File: config.mk
export PLATFORM = sky130hd
export DESIGN_NAME = crosspoint_route_matrix_loader
export DESIGN_NICKNAME = d
export VERILOG_FILES = /design/src/rtl/crpml_pkg.sv /design/src/rtl/crosspoint_route_matrix_loader.sv /design/src/rtl/crpml_front.sv /design/src/rtl/crpml_queue.sv /design/src/rtl/crpml_back.sv
export VERILOG_INCLUDE_DIRS = /design/src /design/src/rtl
export SDC_FILE = /design/constraint.sdc
export NUM_CORES = 2
export LEC_CHECK = 0
export BUFFER_PORTS_ARGS = -buffer_cell sky130_fd_sc_hd__buf_2
export CAP_MARGIN = 20
export CELL_PAD_IN_SITES_DETAIL_PLACEMENT = 1
export CELL_PAD_IN_SITES_GLOBAL_PLACEMENT = 1
export CORE_MARGIN = 2
export CORE_UTILIZATION = 45
export CTS_BUF_LIST = sky130_fd_sc_hd__clkbuf_4 sky130_fd_sc_hd__clkbuf_8
export DETAILED_ROUTE_END_ITERATION = 6
export PLACE_DENSITY_LB_ADDON = 0.1
export SLEW_MARGIN = 15
export SYNTH_ARGS = -nofsm -noshare
export SYNTH_HDL_FRONTEND = slang
export SYNTH_SLANG_ARGS = --single-unit
File: constraint.sdc
create_clock -name clk_i -period 3.77 [get_ports clk_i]
set_clock_uncertainty 0.1 [all_clocks]
set_input_delay 0.5655 -clock clk_i [delete_from_list [all_inputs] [get_ports clk_i]]
set_output_delay 0.5655 -clock clk_i [all_outputs]
set_load 0.02 [all_outputs]
File: src/rtl/crosspoint_route_matrix_loader_macros.svh
// ============================================================================
// Crosspoint route matrix loader assertion macros
// Concurrent assertion wrappers clocked on clk_i. They are empty in synthesis.
// ============================================================================
`ifndef CROSSPOINT_ROUTE_MATRIX_LOADER_MACROS_SVH
`define CROSSPOINT_ROUTE_MATRIX_LOADER_MACROS_SVH

`ifndef SYNTHESIS
// Checked only outside reset.
`define CRPML_ASSERT(lbl, prop, msg) \
  lbl: assert property (@(posedge clk_i) disable iff (!rst_ni) prop) \
    else $error(msg);
// Checked on every rising clock edge, reset included.
`define CRPML_ASSERT_ALWAYS(lbl, prop, msg) \
  lbl: assert property (@(posedge clk_i) prop) \
    else $error(msg);
`else
`define CRPML_ASSERT(lbl, prop, msg)
`define CRPML_ASSERT_ALWAYS(lbl, prop, msg)
`endif

`endif

File: src/rtl/crpml_pkg.sv
// ============================================================================
// Crosspoint route matrix loader package
// Word types, command codes and queue sizing shared by the loader modules.
// ============================================================================
package crpml_pkg;

  // Port fields are fixed at five bits.
  localparam int unsigned PORT_W = 5;

  // Command queue between the front and the back.
  localparam int unsigned QUEUE_DEPTH = 2;
  localparam int unsigned QUEUE_PTR_W = 1;
  localparam int unsigned QUEUE_CNT_W = 2;

  // Function codes of an input word.
  typedef enum logic [2:0] {
    FUNC_WRITE = 3'd0,
    FUNC_QUERY = 3'd1,
    FUNC_CLEAR = 3'd2,
    FUNC_LOAD  = 3'd3,
    FUNC_START = 3'd4,
    FUNC_FLUSH = 3'd5,
    FUNC_TICK  = 3'd6,
    FUNC_NONE  = 3'd7
  } func_e;

  // Classified operations handed to the back.
  typedef enum logic [2:0] {
    OP_NONE,
    OP_WRITE,
    OP_QUERY,
    OP_CLEAR,
    OP_LOAD,
    OP_START,
    OP_FLUSH,
    OP_TICK
  } op_e;

  typedef enum logic {
    ST_IDLE,
    ST_READ
  } back_state_e;

  typedef struct packed {
    logic [2:0]        func;
    logic [PORT_W-1:0] x_port;
    logic [PORT_W-1:0] y_port;
    logic              route_on;
    logic              map_axis;
    logic [PORT_W-1:0] map_index;
    logic [PORT_W-1:0] map_value;
  } in_word_t;

  typedef struct packed {
    logic routed;
    logic start_ok;
    logic map_error;
    logic serial_data;
    logic shift_clock;
    logic latch_pulse;
    logic busy_res;
  } out_word_t;

  typedef struct packed {
    op_e               op;
    logic [PORT_W-1:0] x_port;
    logic [PORT_W-1:0] y_port;
    logic              route_on;
    logic              map_axis;
    logic [PORT_W-1:0] map_index;
    logic [PORT_W-1:0] map_value;
    logic              value_ok;
  } cmd_t;

endpackage

File: src/rtl/crosspoint_route_matrix_loader.sv
// ============================================================================
// Crosspoint route matrix loader
// Words pass the front register, the queue and the back's result register;
// a route write, query or active tick first waits on the matrix memory read.
// Throughput: one word per cycle unless results stall or a read is pending.
// Reset: asynchronous; clears the matrix rows, maps to identity, flags idle.
// ============================================================================
`include "crosspoint_route_matrix_loader_macros.svh"

module crosspoint_route_matrix_loader #(
  parameter int unsigned MATRIX_PORTS   = 32,
  parameter int unsigned QUADRANT_PORTS = 16
) (
  input  logic                 clk_i,
  input  logic                 rst_ni,
  input  logic                 in_valid_i,
  output logic                 in_ready_o,
  input  crpml_pkg::in_word_t  in_word_i,
  output logic                 out_valid_o,
  input  logic                 out_ready_i,
  output crpml_pkg::out_word_t out_word_o
);

  // The front registers one classified command. Routes with a logical port
  // beyond the matrix and map loads with an index beyond it are turned into
  // no-ops there, so the back never indexes past its stores.
  logic            fe_valid, q_ready;
  crpml_pkg::cmd_t fe_cmd;

  // The queue lets the front keep taking words while the back waits on a
  // memory read or on a full result register.
  logic            q_valid, q_pop;
  crpml_pkg::cmd_t q_cmd;

  crpml_front #(
    .MATRIX_PORTS(MATRIX_PORTS)
  ) u_front (
    .clk_i      (clk_i),
    .rst_ni     (rst_ni),
    .in_valid_i (in_valid_i),
    .in_ready_o (in_ready_o),
    .in_word_i  (in_word_i),
    .cmd_valid_o(fe_valid),
    .cmd_ready_i(q_ready),
    .cmd_o      (fe_cmd)
  );

  crpml_queue u_queue (
    .clk_i       (clk_i),
    .rst_ni      (rst_ni),
    .push_i      (fe_valid),
    .push_ready_o(q_ready),
    .push_cmd_i  (fe_cmd),
    .pop_valid_o (q_valid),
    .pop_i       (q_pop),
    .pop_cmd_o   (q_cmd)
  );

  // The back owns all architectural state. Clear-all drops all row valid
  // bits together; a row that is not valid reads as all zeros, so the
  // matrix memory itself needs no clearing pass. A route write is a
  // read-modify-write of one row, written back in the read state. During
  // a flush each tick reads the live row at the current quadrant position,
  // so commands issued between ticks are seen by later bits.
  crpml_back #(
    .MATRIX_PORTS  (MATRIX_PORTS),
    .QUADRANT_PORTS(QUADRANT_PORTS)
  ) u_back (
    .clk_i      (clk_i),
    .rst_ni     (rst_ni),
    .cmd_valid_i(q_valid),
    .cmd_ready_o(q_pop),
    .cmd_i      (q_cmd),
    .out_valid_o(out_valid_o),
    .out_ready_i(out_ready_i),
    .out_word_o (out_word_o)
  );

  // Coming out of reset nothing is owed and the input is open.
  `CRPML_ASSERT_ALWAYS(a_reset_idle, !rst_ni |=> !out_valid_o && in_ready_o,
    "result pending or input blocked after reset")
  // A result word that waits for the receiver holds still.
  `CRPML_ASSERT(a_out_hold,
    out_valid_o && !out_ready_i |=> out_valid_o && $stable(out_word_o),
    "result word changed before it was accepted")
  // Start can only succeed when no map error has been seen.
  `CRPML_ASSERT(a_start_clean,
    out_valid_o |-> !(out_word_o.start_ok && out_word_o.map_error),
    "start ok with map error")
  // The latch pulse comes with the final shift clock and ends the sequence.
  `CRPML_ASSERT(a_latch_ends,
    out_valid_o && out_word_o.latch_pulse |-> out_word_o.shift_clock && !out_word_o.busy_res,
    "latch pulse outside final tick")
  // Serial data is only driven on a clocked tick.
  `CRPML_ASSERT(a_data_clocked,
    out_valid_o && out_word_o.serial_data |-> out_word_o.shift_clock,
    "serial data without shift clock")

endmodule

File: src/rtl/crpml_front.sv
// ============================================================================
// Crosspoint route matrix loader front
// Accepts input words, checks port ranges and registers a classified command.
// ============================================================================
module crpml_front #(
  parameter int unsigned MATRIX_PORTS = 32
) (
  input  logic                clk_i,
  input  logic                rst_ni,
  input  logic                in_valid_i,
  output logic                in_ready_o,
  input  crpml_pkg::in_word_t in_word_i,
  output logic                cmd_valid_o,
  input  logic                cmd_ready_i,
  output crpml_pkg::cmd_t     cmd_o
);

  logic            valid_q, valid_d;
  crpml_pkg::cmd_t cmd_q, cls;
  logic            ports_ok, index_ok, take;

  assign in_ready_o = !valid_q || cmd_ready_i;
  assign take       = in_valid_i && in_ready_o;

  // Out-of-range routes and map indexes have no effect, so they become no-ops here.
  always_comb begin
    ports_ok = (int'(in_word_i.x_port) < MATRIX_PORTS) &&
               (int'(in_word_i.y_port) < MATRIX_PORTS);
    index_ok = int'(in_word_i.map_index) < MATRIX_PORTS;
    cls.x_port    = in_word_i.x_port;
    cls.y_port    = in_word_i.y_port;
    cls.route_on  = in_word_i.route_on;
    cls.map_axis  = in_word_i.map_axis;
    cls.map_index = in_word_i.map_index;
    cls.map_value = in_word_i.map_value;
    cls.value_ok  = int'(in_word_i.map_value) < MATRIX_PORTS;
    unique case (crpml_pkg::func_e'(in_word_i.func))
      crpml_pkg::FUNC_WRITE: cls.op = ports_ok ? crpml_pkg::OP_WRITE : crpml_pkg::OP_NONE;
      crpml_pkg::FUNC_QUERY: cls.op = ports_ok ? crpml_pkg::OP_QUERY : crpml_pkg::OP_NONE;
      crpml_pkg::FUNC_CLEAR: cls.op = crpml_pkg::OP_CLEAR;
      crpml_pkg::FUNC_LOAD:  cls.op = index_ok ? crpml_pkg::OP_LOAD : crpml_pkg::OP_NONE;
      crpml_pkg::FUNC_START: cls.op = crpml_pkg::OP_START;
      crpml_pkg::FUNC_FLUSH: cls.op = crpml_pkg::OP_FLUSH;
      crpml_pkg::FUNC_TICK:  cls.op = crpml_pkg::OP_TICK;
      default:               cls.op = crpml_pkg::OP_NONE;
    endcase
  end

  always_comb begin
    if (take) begin
      valid_d = 1'b1;
    end else if (cmd_ready_i) begin
      valid_d = 1'b0;
    end else begin
      valid_d = valid_q;
    end
  end

  always_ff @(posedge clk_i or negedge rst_ni) begin
    if (!rst_ni) begin
      valid_q <= 1'b0;
    end else begin
      valid_q <= valid_d;
    end
  end

  always_ff @(posedge clk_i) begin
    if (take) begin
      cmd_q <= cls;
    end
  end

  assign cmd_valid_o = valid_q;
  assign cmd_o       = cmd_q;

endmodule

File: src/rtl/crpml_queue.sv
// ============================================================================
// Crosspoint route matrix loader command queue
// Short first-in first-out buffer that decouples the front from the back.
// ============================================================================
module crpml_queue (
  input  logic            clk_i,
  input  logic            rst_ni,
  input  logic            push_i,
  output logic            push_ready_o,
  input  crpml_pkg::cmd_t push_cmd_i,
  output logic            pop_valid_o,
  input  logic            pop_i,
  output crpml_pkg::cmd_t pop_cmd_o
);

  crpml_pkg::cmd_t                       buf_q [crpml_pkg::QUEUE_DEPTH];
  logic [crpml_pkg::QUEUE_PTR_W-1:0]     wr_ptr_q, rd_ptr_q;
  logic [crpml_pkg::QUEUE_CNT_W-1:0]     count_q;
  logic                                  do_push, do_pop;

  assign push_ready_o = count_q != crpml_pkg::QUEUE_CNT_W'(crpml_pkg::QUEUE_DEPTH);
  assign pop_valid_o  = count_q != '0;
  assign do_push      = push_i && push_ready_o;
  assign do_pop       = pop_i && pop_valid_o;
  assign pop_cmd_o    = buf_q[rd_ptr_q];

  function automatic logic [crpml_pkg::QUEUE_PTR_W-1:0] next_ptr(
    input logic [crpml_pkg::QUEUE_PTR_W-1:0] ptr
  );
    if (ptr == crpml_pkg::QUEUE_PTR_W'(crpml_pkg::QUEUE_DEPTH - 1)) begin
      return '0;
    end
    return ptr + 1'b1;
  endfunction

  always_ff @(posedge clk_i or negedge rst_ni) begin
    if (!rst_ni) begin
      wr_ptr_q <= '0;
      rd_ptr_q <= '0;
      count_q  <= '0;
    end else begin
      if (do_push) begin
        wr_ptr_q <= next_ptr(wr_ptr_q);
      end
      if (do_pop) begin
        rd_ptr_q <= next_ptr(rd_ptr_q);
      end
      if (do_push && !do_pop) begin
        count_q <= count_q + 1'b1;
      end else if (do_pop && !do_push) begin
        count_q <= count_q - 1'b1;
      end
    end
  end

  always_ff @(posedge clk_i) begin
    if (do_push) begin
      buf_q[wr_ptr_q] <= push_cmd_i;
    end
  end

endmodule

File: src/rtl/crpml_back.sv
// ============================================================================
// Crosspoint route matrix loader back
// Executes commands against the port maps and the route matrix memory, runs
// the quadrant shift sequence and holds the result word register.
// ============================================================================
module crpml_back #(
  parameter int unsigned MATRIX_PORTS   = 32,
  parameter int unsigned QUADRANT_PORTS = 16
) (
  input  logic                 clk_i,
  input  logic                 rst_ni,
  input  logic                 cmd_valid_i,
  output logic                 cmd_ready_o,
  input  crpml_pkg::cmd_t      cmd_i,
  output logic                 out_valid_o,
  input  logic                 out_ready_i,
  output crpml_pkg::out_word_t out_word_o
);

  localparam int unsigned IDX_W = $clog2(MATRIX_PORTS);
  localparam int unsigned QB_W  = $clog2(QUADRANT_PORTS);
  localparam int unsigned RC_W  = $clog2(2 * QUADRANT_PORTS);
  localparam logic [QB_W-1:0] QUAD_LAST = QB_W'(QUADRANT_PORTS - 1);
  localparam logic [RC_W-1:0] EDGE_HI   = RC_W'(2 * QUADRANT_PORTS - 1);
  localparam logic [RC_W-1:0] EDGE_LO   = RC_W'(QUADRANT_PORTS - 1);

  crpml_pkg::back_state_e state_q, state_d;

  // Port maps and their used masks.
  logic [IDX_W-1:0]        x_map_q [MATRIX_PORTS];
  logic [IDX_W-1:0]        y_map_q [MATRIX_PORTS];
  logic [MATRIX_PORTS-1:0] x_used_q, y_used_q;
  logic                    err_q, begun_q;

  // Route matrix: one row per physical y, physical x as the bit.
  logic [MATRIX_PORTS-1:0] mem_q [MATRIX_PORTS];
  logic [MATRIX_PORTS-1:0] row_valid_q;
  logic [MATRIX_PORTS-1:0] rd_data_q, wr_data;
  logic                    rd_rv_q;
  logic [IDX_W-1:0]        rd_addr;
  logic                    mem_we;

  // Shift sequencer.
  logic            active_q;
  logic [1:0]      quad_q;
  logic [QB_W-1:0] r_q, c_q;
  logic [RC_W-1:0] sh_row, sh_col;
  logic            sh_ok, sh_last;

  // Operation waiting on the memory read.
  crpml_pkg::op_e   pend_op_q;
  logic [IDX_W-1:0] pend_row_q, pend_col_q, pend_row_d, pend_col_d;
  logic             pend_on_q, pend_ok_q, pend_ok_d, pend_last_q;

  logic                 out_valid_q;
  crpml_pkg::out_word_t out_word_q, res;
  logic                 res_valid, out_free, take;
  logic                 load_wr, load_err, clr_rows, begin_set, flush_go, tick_go;
  logic [IDX_W-1:0]     map_row, map_col, load_idx, load_val;
  logic                 load_used, hit;

  assign out_free    = !out_valid_q || out_ready_i;
  assign cmd_ready_o = (state_q == crpml_pkg::ST_IDLE) && out_free;
  assign take        = cmd_valid_i && cmd_ready_o;

  assign map_row   = y_map_q[cmd_i.y_port[IDX_W-1:0]];
  assign map_col   = x_map_q[cmd_i.x_port[IDX_W-1:0]];
  assign load_idx  = cmd_i.map_index[IDX_W-1:0];
  assign load_val  = cmd_i.map_value[IDX_W-1:0];
  assign load_used = cmd_i.map_axis ? y_used_q[load_val] : x_used_q[load_val];

  // Quadrants go high rows before low rows, and within a row band high columns first.
  assign sh_row  = ((quad_q < 2'd2) ? EDGE_HI : EDGE_LO) - RC_W'(r_q);
  assign sh_col  = ((quad_q[0] == 1'b0) ? EDGE_HI : EDGE_LO) - RC_W'(c_q);
  assign sh_ok   = (int'(sh_row) < MATRIX_PORTS) && (int'(sh_col) < MATRIX_PORTS);
  assign sh_last = (quad_q == 2'd3) && (r_q == QUAD_LAST) && (c_q == QUAD_LAST);

  assign hit = rd_rv_q && rd_data_q[pend_col_q] && pend_ok_q;

  always_comb begin
    wr_data             = rd_rv_q ? rd_data_q : '0;
    wr_data[pend_col_q] = pend_on_q;
  end

  always_comb begin
    state_d = state_q;
    unique case (state_q)
      crpml_pkg::ST_IDLE: begin
        if (take && ((cmd_i.op == crpml_pkg::OP_WRITE) ||
                     (cmd_i.op == crpml_pkg::OP_QUERY) ||
                     (cmd_i.op == crpml_pkg::OP_TICK && active_q))) begin
          state_d = crpml_pkg::ST_READ;
        end
      end
      crpml_pkg::ST_READ: state_d = crpml_pkg::ST_IDLE;
      default:            state_d = crpml_pkg::ST_IDLE;
    endcase
  end

  always_comb begin
    res        = '0;
    res_valid  = 1'b0;
    load_wr    = 1'b0;
    load_err   = 1'b0;
    clr_rows   = 1'b0;
    begin_set  = 1'b0;
    flush_go   = 1'b0;
    tick_go    = 1'b0;
    mem_we     = 1'b0;
    rd_addr    = map_row;
    pend_row_d = map_row;
    pend_col_d = map_col;
    pend_ok_d  = 1'b1;
    unique case (state_q)
      crpml_pkg::ST_IDLE: begin
        if (take) begin
          res_valid = 1'b1;
          unique case (cmd_i.op) inside
            crpml_pkg::OP_WRITE, crpml_pkg::OP_QUERY: res_valid = 1'b0;
            crpml_pkg::OP_CLEAR: clr_rows = 1'b1;
            crpml_pkg::OP_LOAD: begin
              if (!cmd_i.value_ok || load_used) begin
                load_err = 1'b1;
              end else begin
                load_wr = 1'b1;
              end
            end
            crpml_pkg::OP_START: begin
              res.start_ok = !err_q;
              begin_set    = !err_q;
            end
            crpml_pkg::OP_FLUSH: flush_go = begun_q && !active_q;
            crpml_pkg::OP_TICK: begin
              if (active_q) begin
                res_valid  = 1'b0;
                tick_go    = 1'b1;
                rd_addr    = IDX_W'(sh_row);
                pend_row_d = IDX_W'(sh_row);
                pend_col_d = IDX_W'(sh_col);
                pend_ok_d  = sh_ok;
              end
            end
            default: ;
          endcase
          res.map_error = err_q || load_err;
          res.busy_res  = active_q || flush_go;
        end
      end
      crpml_pkg::ST_READ: begin
        res_valid     = 1'b1;
        res.map_error = err_q;
        res.busy_res  = active_q;
        unique case (pend_op_q)
          crpml_pkg::OP_WRITE: mem_we = 1'b1;
          crpml_pkg::OP_QUERY: res.routed = hit;
          crpml_pkg::OP_TICK: begin
            res.serial_data = hit;
            res.shift_clock = 1'b1;
            res.latch_pulse = pend_last_q;
          end
          default: ;
        endcase
      end
      default: ;
    endcase
  end

  always_ff @(posedge clk_i or negedge rst_ni) begin
    if (!rst_ni) begin
      state_q     <= crpml_pkg::ST_IDLE;
      for (int i = 0; i < MATRIX_PORTS; i++) begin
        x_map_q[i] <= IDX_W'(i);
        y_map_q[i] <= IDX_W'(i);
      end
      x_used_q    <= '0;
      y_used_q    <= '0;
      err_q       <= 1'b0;
      begun_q     <= 1'b0;
      row_valid_q <= '0;
      rd_rv_q     <= 1'b0;
      active_q    <= 1'b0;
      quad_q      <= '0;
      r_q         <= '0;
      c_q         <= '0;
      out_valid_q <= 1'b0;
    end else begin
      state_q <= state_d;
      if (load_wr) begin
        if (cmd_i.map_axis) begin
          y_map_q[load_idx]  <= load_val;
          y_used_q[load_val] <= 1'b1;
        end else begin
          x_map_q[load_idx]  <= load_val;
          x_used_q[load_val] <= 1'b1;
        end
      end
      if (load_err) begin
        err_q <= 1'b1;
      end
      if (begin_set) begin
        begun_q <= 1'b1;
      end
      if (clr_rows) begin
        row_valid_q <= '0;
      end else if (mem_we) begin
        row_valid_q[pend_row_q] <= 1'b1;
      end
      rd_rv_q <= row_valid_q[rd_addr];
      if (flush_go) begin
        active_q <= 1'b1;
        quad_q   <= '0;
        r_q      <= '0;
        c_q      <= '0;
      end else if (tick_go) begin
        // The counters wrap back to zero on the last bit.
        if (sh_last) begin
          active_q <= 1'b0;
        end
        if (c_q == QUAD_LAST) begin
          c_q <= '0;
          if (r_q == QUAD_LAST) begin
            r_q    <= '0;
            quad_q <= quad_q + 2'd1;
          end else begin
            r_q <= r_q + 1'b1;
          end
        end else begin
          c_q <= c_q + 1'b1;
        end
      end
      if (res_valid) begin
        out_valid_q <= 1'b1;
      end else if (out_ready_i) begin
        out_valid_q <= 1'b0;
      end
    end
  end

  always_ff @(posedge clk_i) begin
    if (mem_we) begin
      mem_q[pend_row_q] <= wr_data;
    end
    rd_data_q <= mem_q[rd_addr];
    if (take) begin
      pend_op_q   <= cmd_i.op;
      pend_row_q  <= pend_row_d;
      pend_col_q  <= pend_col_d;
      pend_on_q   <= cmd_i.route_on;
      pend_ok_q   <= pend_ok_d;
      pend_last_q <= sh_last;
    end
    if (res_valid) begin
      out_word_q <= res;
    end
  end

  assign out_valid_o = out_valid_q;
  assign out_word_o  = out_word_q;

endmodule

==> results.toml <==
[power]
sequentialPowerShare_pct = 28.2
power.switching_uw = 33700
pwr-share-comb_pct = 52.3
p_per_area_nw_per_um2 = 984
pwr-share-clk_pct = 19.6
swShare_pct = 40.1
internal_power_uw = 50200
irDropWorstVdd_uv = 516
p_leak_uw = 0.0324

[grt]
grt_antenna_before_repair = 7
grt_start_max_net_pins = 96
grt_pass1_wl_um = 325000
grt_pass1_vias = 49700
grt-ovfl-total = 0
grt_util_all_layers_pct = 28.6

[synth]
synth_cell_types = 83
syn_nets = 5003
synth_warnings = 0
async_reset_ff_share_pct = 27.5
avgSynthCellArea_um2 = 13.6
yosysSeqAreaShare_pct = 67.0
synth_flop_cell = "edfxtp_1"
synth-seq-cells = 1590
synth_cells = 4970
synth_edf_count = 1121
syn_area_um2 = 67800

[floorplanning]
dieHeight_um = 392
dieArea_um2 = 154000
start_util_pct = 45.3
core_um2 = 150000
row_count = 142
chipWidth_um = 392
io_pins = 38

[placed_design]
place_area_um2 = 75100
gp_congestion = 0.867
place_inst = 7246
dp_hpwl_um = 137000
io_buffers = 37

[setup_path]
slowest_stage = "dfrtp_2"
r2r_slack_ns = -0.16
r2r-end = "u_back.rd_data_q[4]$_DFF_P_"
crit_family = "compound AO/OA/AOI/OAI gates"
slowest_delay_ns = 0.43
timing.critical_path.buf_inv = 7
cp.arrival_ns = 4.71
crit_top_cell = "buf_12"
crit_start = "u_queue.rd_ptr_q$_DFFE_PN0P_"
cp-start-kind = "register"
reg2regPathDepth = 17
r2r_start = "u_queue.rd_ptr_q$_DFFE_PN0P_"
crit_required_ns = 4.55
critPathKind = "reg -> reg"
cp_cell_sequence = "buf_12 -> mux2i_4 -> buf_6 -> bufbuf_16 -> nor2_2 -> o22ai_2 -> a221o_1 -> o211ai_4 -> o21a_4 -> buf_8 -> buf_12 -> buf_12 -> buf_4 -> mux2i_1 -> o22ai_2 -> nor4b_2 -> nor4_1"
crit_fanout = 10
end_kind = "register"

[final_layout]
finalNonFillerCells = 7918
regArea_um2 = 45400
fill_cells = 14300
syn_to_final_growth_pct = 25.7
drive_gt1_share_pct = 36.8
final_area_um2 = 85200
multi_input_area_um2 = 23000
final_nets = 5725

[run]
drv_cap = 0

[run_status]
outcome = "complete, but fails checks"
violations = "setup timing"

[clock_network]
cts-root-to-sink-buffers = 4
cts_num_sinks = 1590
cts_tree = "built"
cts-root-buf = "clkbuf_8"
path_clk_slew_ns = 0.06
cts_buffers = 289
htreeDepth = 5
clkLatencyLatePin_ns = 1.00

[min_path]
worstHoldPathType = "in -> async"

[timing]
post-route-min-period_ns = 3.93
clock.fmax_ghz = 0.254
hold_violations = 0
slew_headroom_pct = 26.1
rsz0062_at_grt = "true"
slew_viol_final = 0
final.period_utilization_pct = 104
setup_viol = 31
layout_setup_ws_ns = -0.160
whs_ns = 0.139
worstMarginPinSlew_ns = 1.08

[drt]
via_per_inst = 6.04
wl_met1_um = 94000
ant_nets = 0
drt_iter0_drc = 4224
highest_layer = "met4"
finalWirelength_um = 227000
vias = 47800
wl_met3_um = 13400
dr_wl_met2_um = 111000
wire_per_inst_um = 28.7
dr.pass1.iters = 6
drc = 0
[worst max path at each step]
stage | slack [ns] | cells after the start | end
finish | -0.16 | 17 | u_back.rd_data_q[4]$_DFF_P_
global route | -0.25 | 17 | u_back.rd_data_q[4]$_DFF_P_
global placement | -0.52 | 13 | u_back.rd_data_q[5]$_DFF_P_
detailed placement | -0.54 | 14 | u_back.rd_data_q[5]$_DFF_P_
floorplan | 0.39 | 12 | u_back.pend_col_q[0]$_DFFE_PP_
CTS | -0.13 | 14 | u_back.rd_data_q[5]$_DFF_P_
[power by group through the flow]
stage          Combinational, µW  Clock (µW)  Sequential (µW)
2_1_floorplan              18300           0            23200
3_5_place_dp               34300           0            23900
6_report                   43800       16400            23600
4_1_cts                    38300       16700            23600
3_3_place_gp               33700           0            23800
5_1_grt                    46000       17500            23700
[kinds of logic after synthesis]
| kind of cell | Yosys count | share of synthesized area (%) |
|---|---|---|
| adders and majority gates | 4 | 0.0738 |
| buffers and inverters | 381 | 2.52 |
| DFF | 1590 | 67.0 |
| muxes | 595 | 10.7 |
| xor gates and xnor gates | 10 | 0.129 |
| and+or+nand+nor | 1338 | 9.46 |
| AOI/OAI and AO/OA | 1052 | 10.2 |
[synthesized netlist by cell type (65+ instances only)]
master | n | share of area [%]
dfrtp_1 | 277 | 10
nand2_1 | 505 | 2.8
nand3_1 | 505 | 3.7
o21a_1 | 66 | 0.73
a21oi_1 | 254 | 1.9
mux4_2 | 68 | 2.3
edfxtp_1 | 1121 | 50
clkbuf_1 | 208 | 1.2
dfstp_2 | 160 | 6.2
o21bai_1 | 65 | 0.72
o21ai_0 | 70 | 0.52
o22ai_1 | 188 | 1.7
buf_2 | 120 | 0.89
a22oi_1 | 269 | 3.0
mux2i_1 | 198 | 2.9
nor2_1 | 142 | 0.79
mux2_2 | 325 | 5.4
[per-stage QoR]
step | total power, µW | setup TNS (ns) | utilization, % | worst slack (ns)
floorplan | 41600 | 0 | - | 0.393
global placement | 57500 | -16.15 | 50.1 | -0.522
detailed placement | 58200 | -18.80 | 50.1 | -0.540
CTS | 78500 | -1.03 | 55.4 | -0.128
finish | 83900 | -2.50 | 56.9 | -0.160
global route | 87200 | -5.30 | 56.9 | -0.247
[flip-flops by register name (all words and copies together), names as in the netlist, 2 cells and up]
signal              count
u_back.out_word_o       7
u_back.c_q              4
u_back.rd_data_q       32
u_queue.buf_q          50
u_back.r_q              4
u_back.pend_col_q       5
u_back.y_used_q        32
u_back.mem_q         1024
u_queue.count_q         2
u_back.x_used_q        32
u_back.quad_q           2
u_front.cmd_o          25
u_back.pend_op_q        3
u_back.x_map_q        160
u_back.y_map_q        160
u_back.pend_row_q       5
u_back.row_valid_q     32
[layout by cell type (no fill, tap or decap), drive strengths merged, types with 188 or more instances in the layout]
master  count
edfxtp   1121
buf       747
nand2     508
nand3     505
clkbuf    442
mux2      328
dfrtp     277
a22oi     269
a21oi     256
mux2i     200
o22ai     188
[layout make-up]
type / instances / share of cell area, %
multi-input combinational: 3000 / 26.9
antenna: 5 / 0.0147
clock buffer: 424 / 6.11
tap: 2016 / 2.96
sequential: 1590 / 53.3
timing repair buffer: 795 / 10.0
clock inverter: 72 / 0.583
inverter: 16 / 0.0705
[layer usage]
metal | global-route usage [%] | vias up
met3 | 3.54 | 488
li1 | - | 20600
met2 | 47.7 | 1698
met5 | 0 | -
met1 | 38.2 | 25000
met4 | 10.7 | 0
[timing repair]
item / CTS / global route
buffers inserted: 66 / 60
endpoints found under the setup margin: 310 / 266
cloned: 12 / 18
resized for setup: 206 / 278
hold buffers: 29 / 0
pin swaps: 30 / 87
hold endpoints to repair: 309 / 0
(Power assumes the default switching activity.)
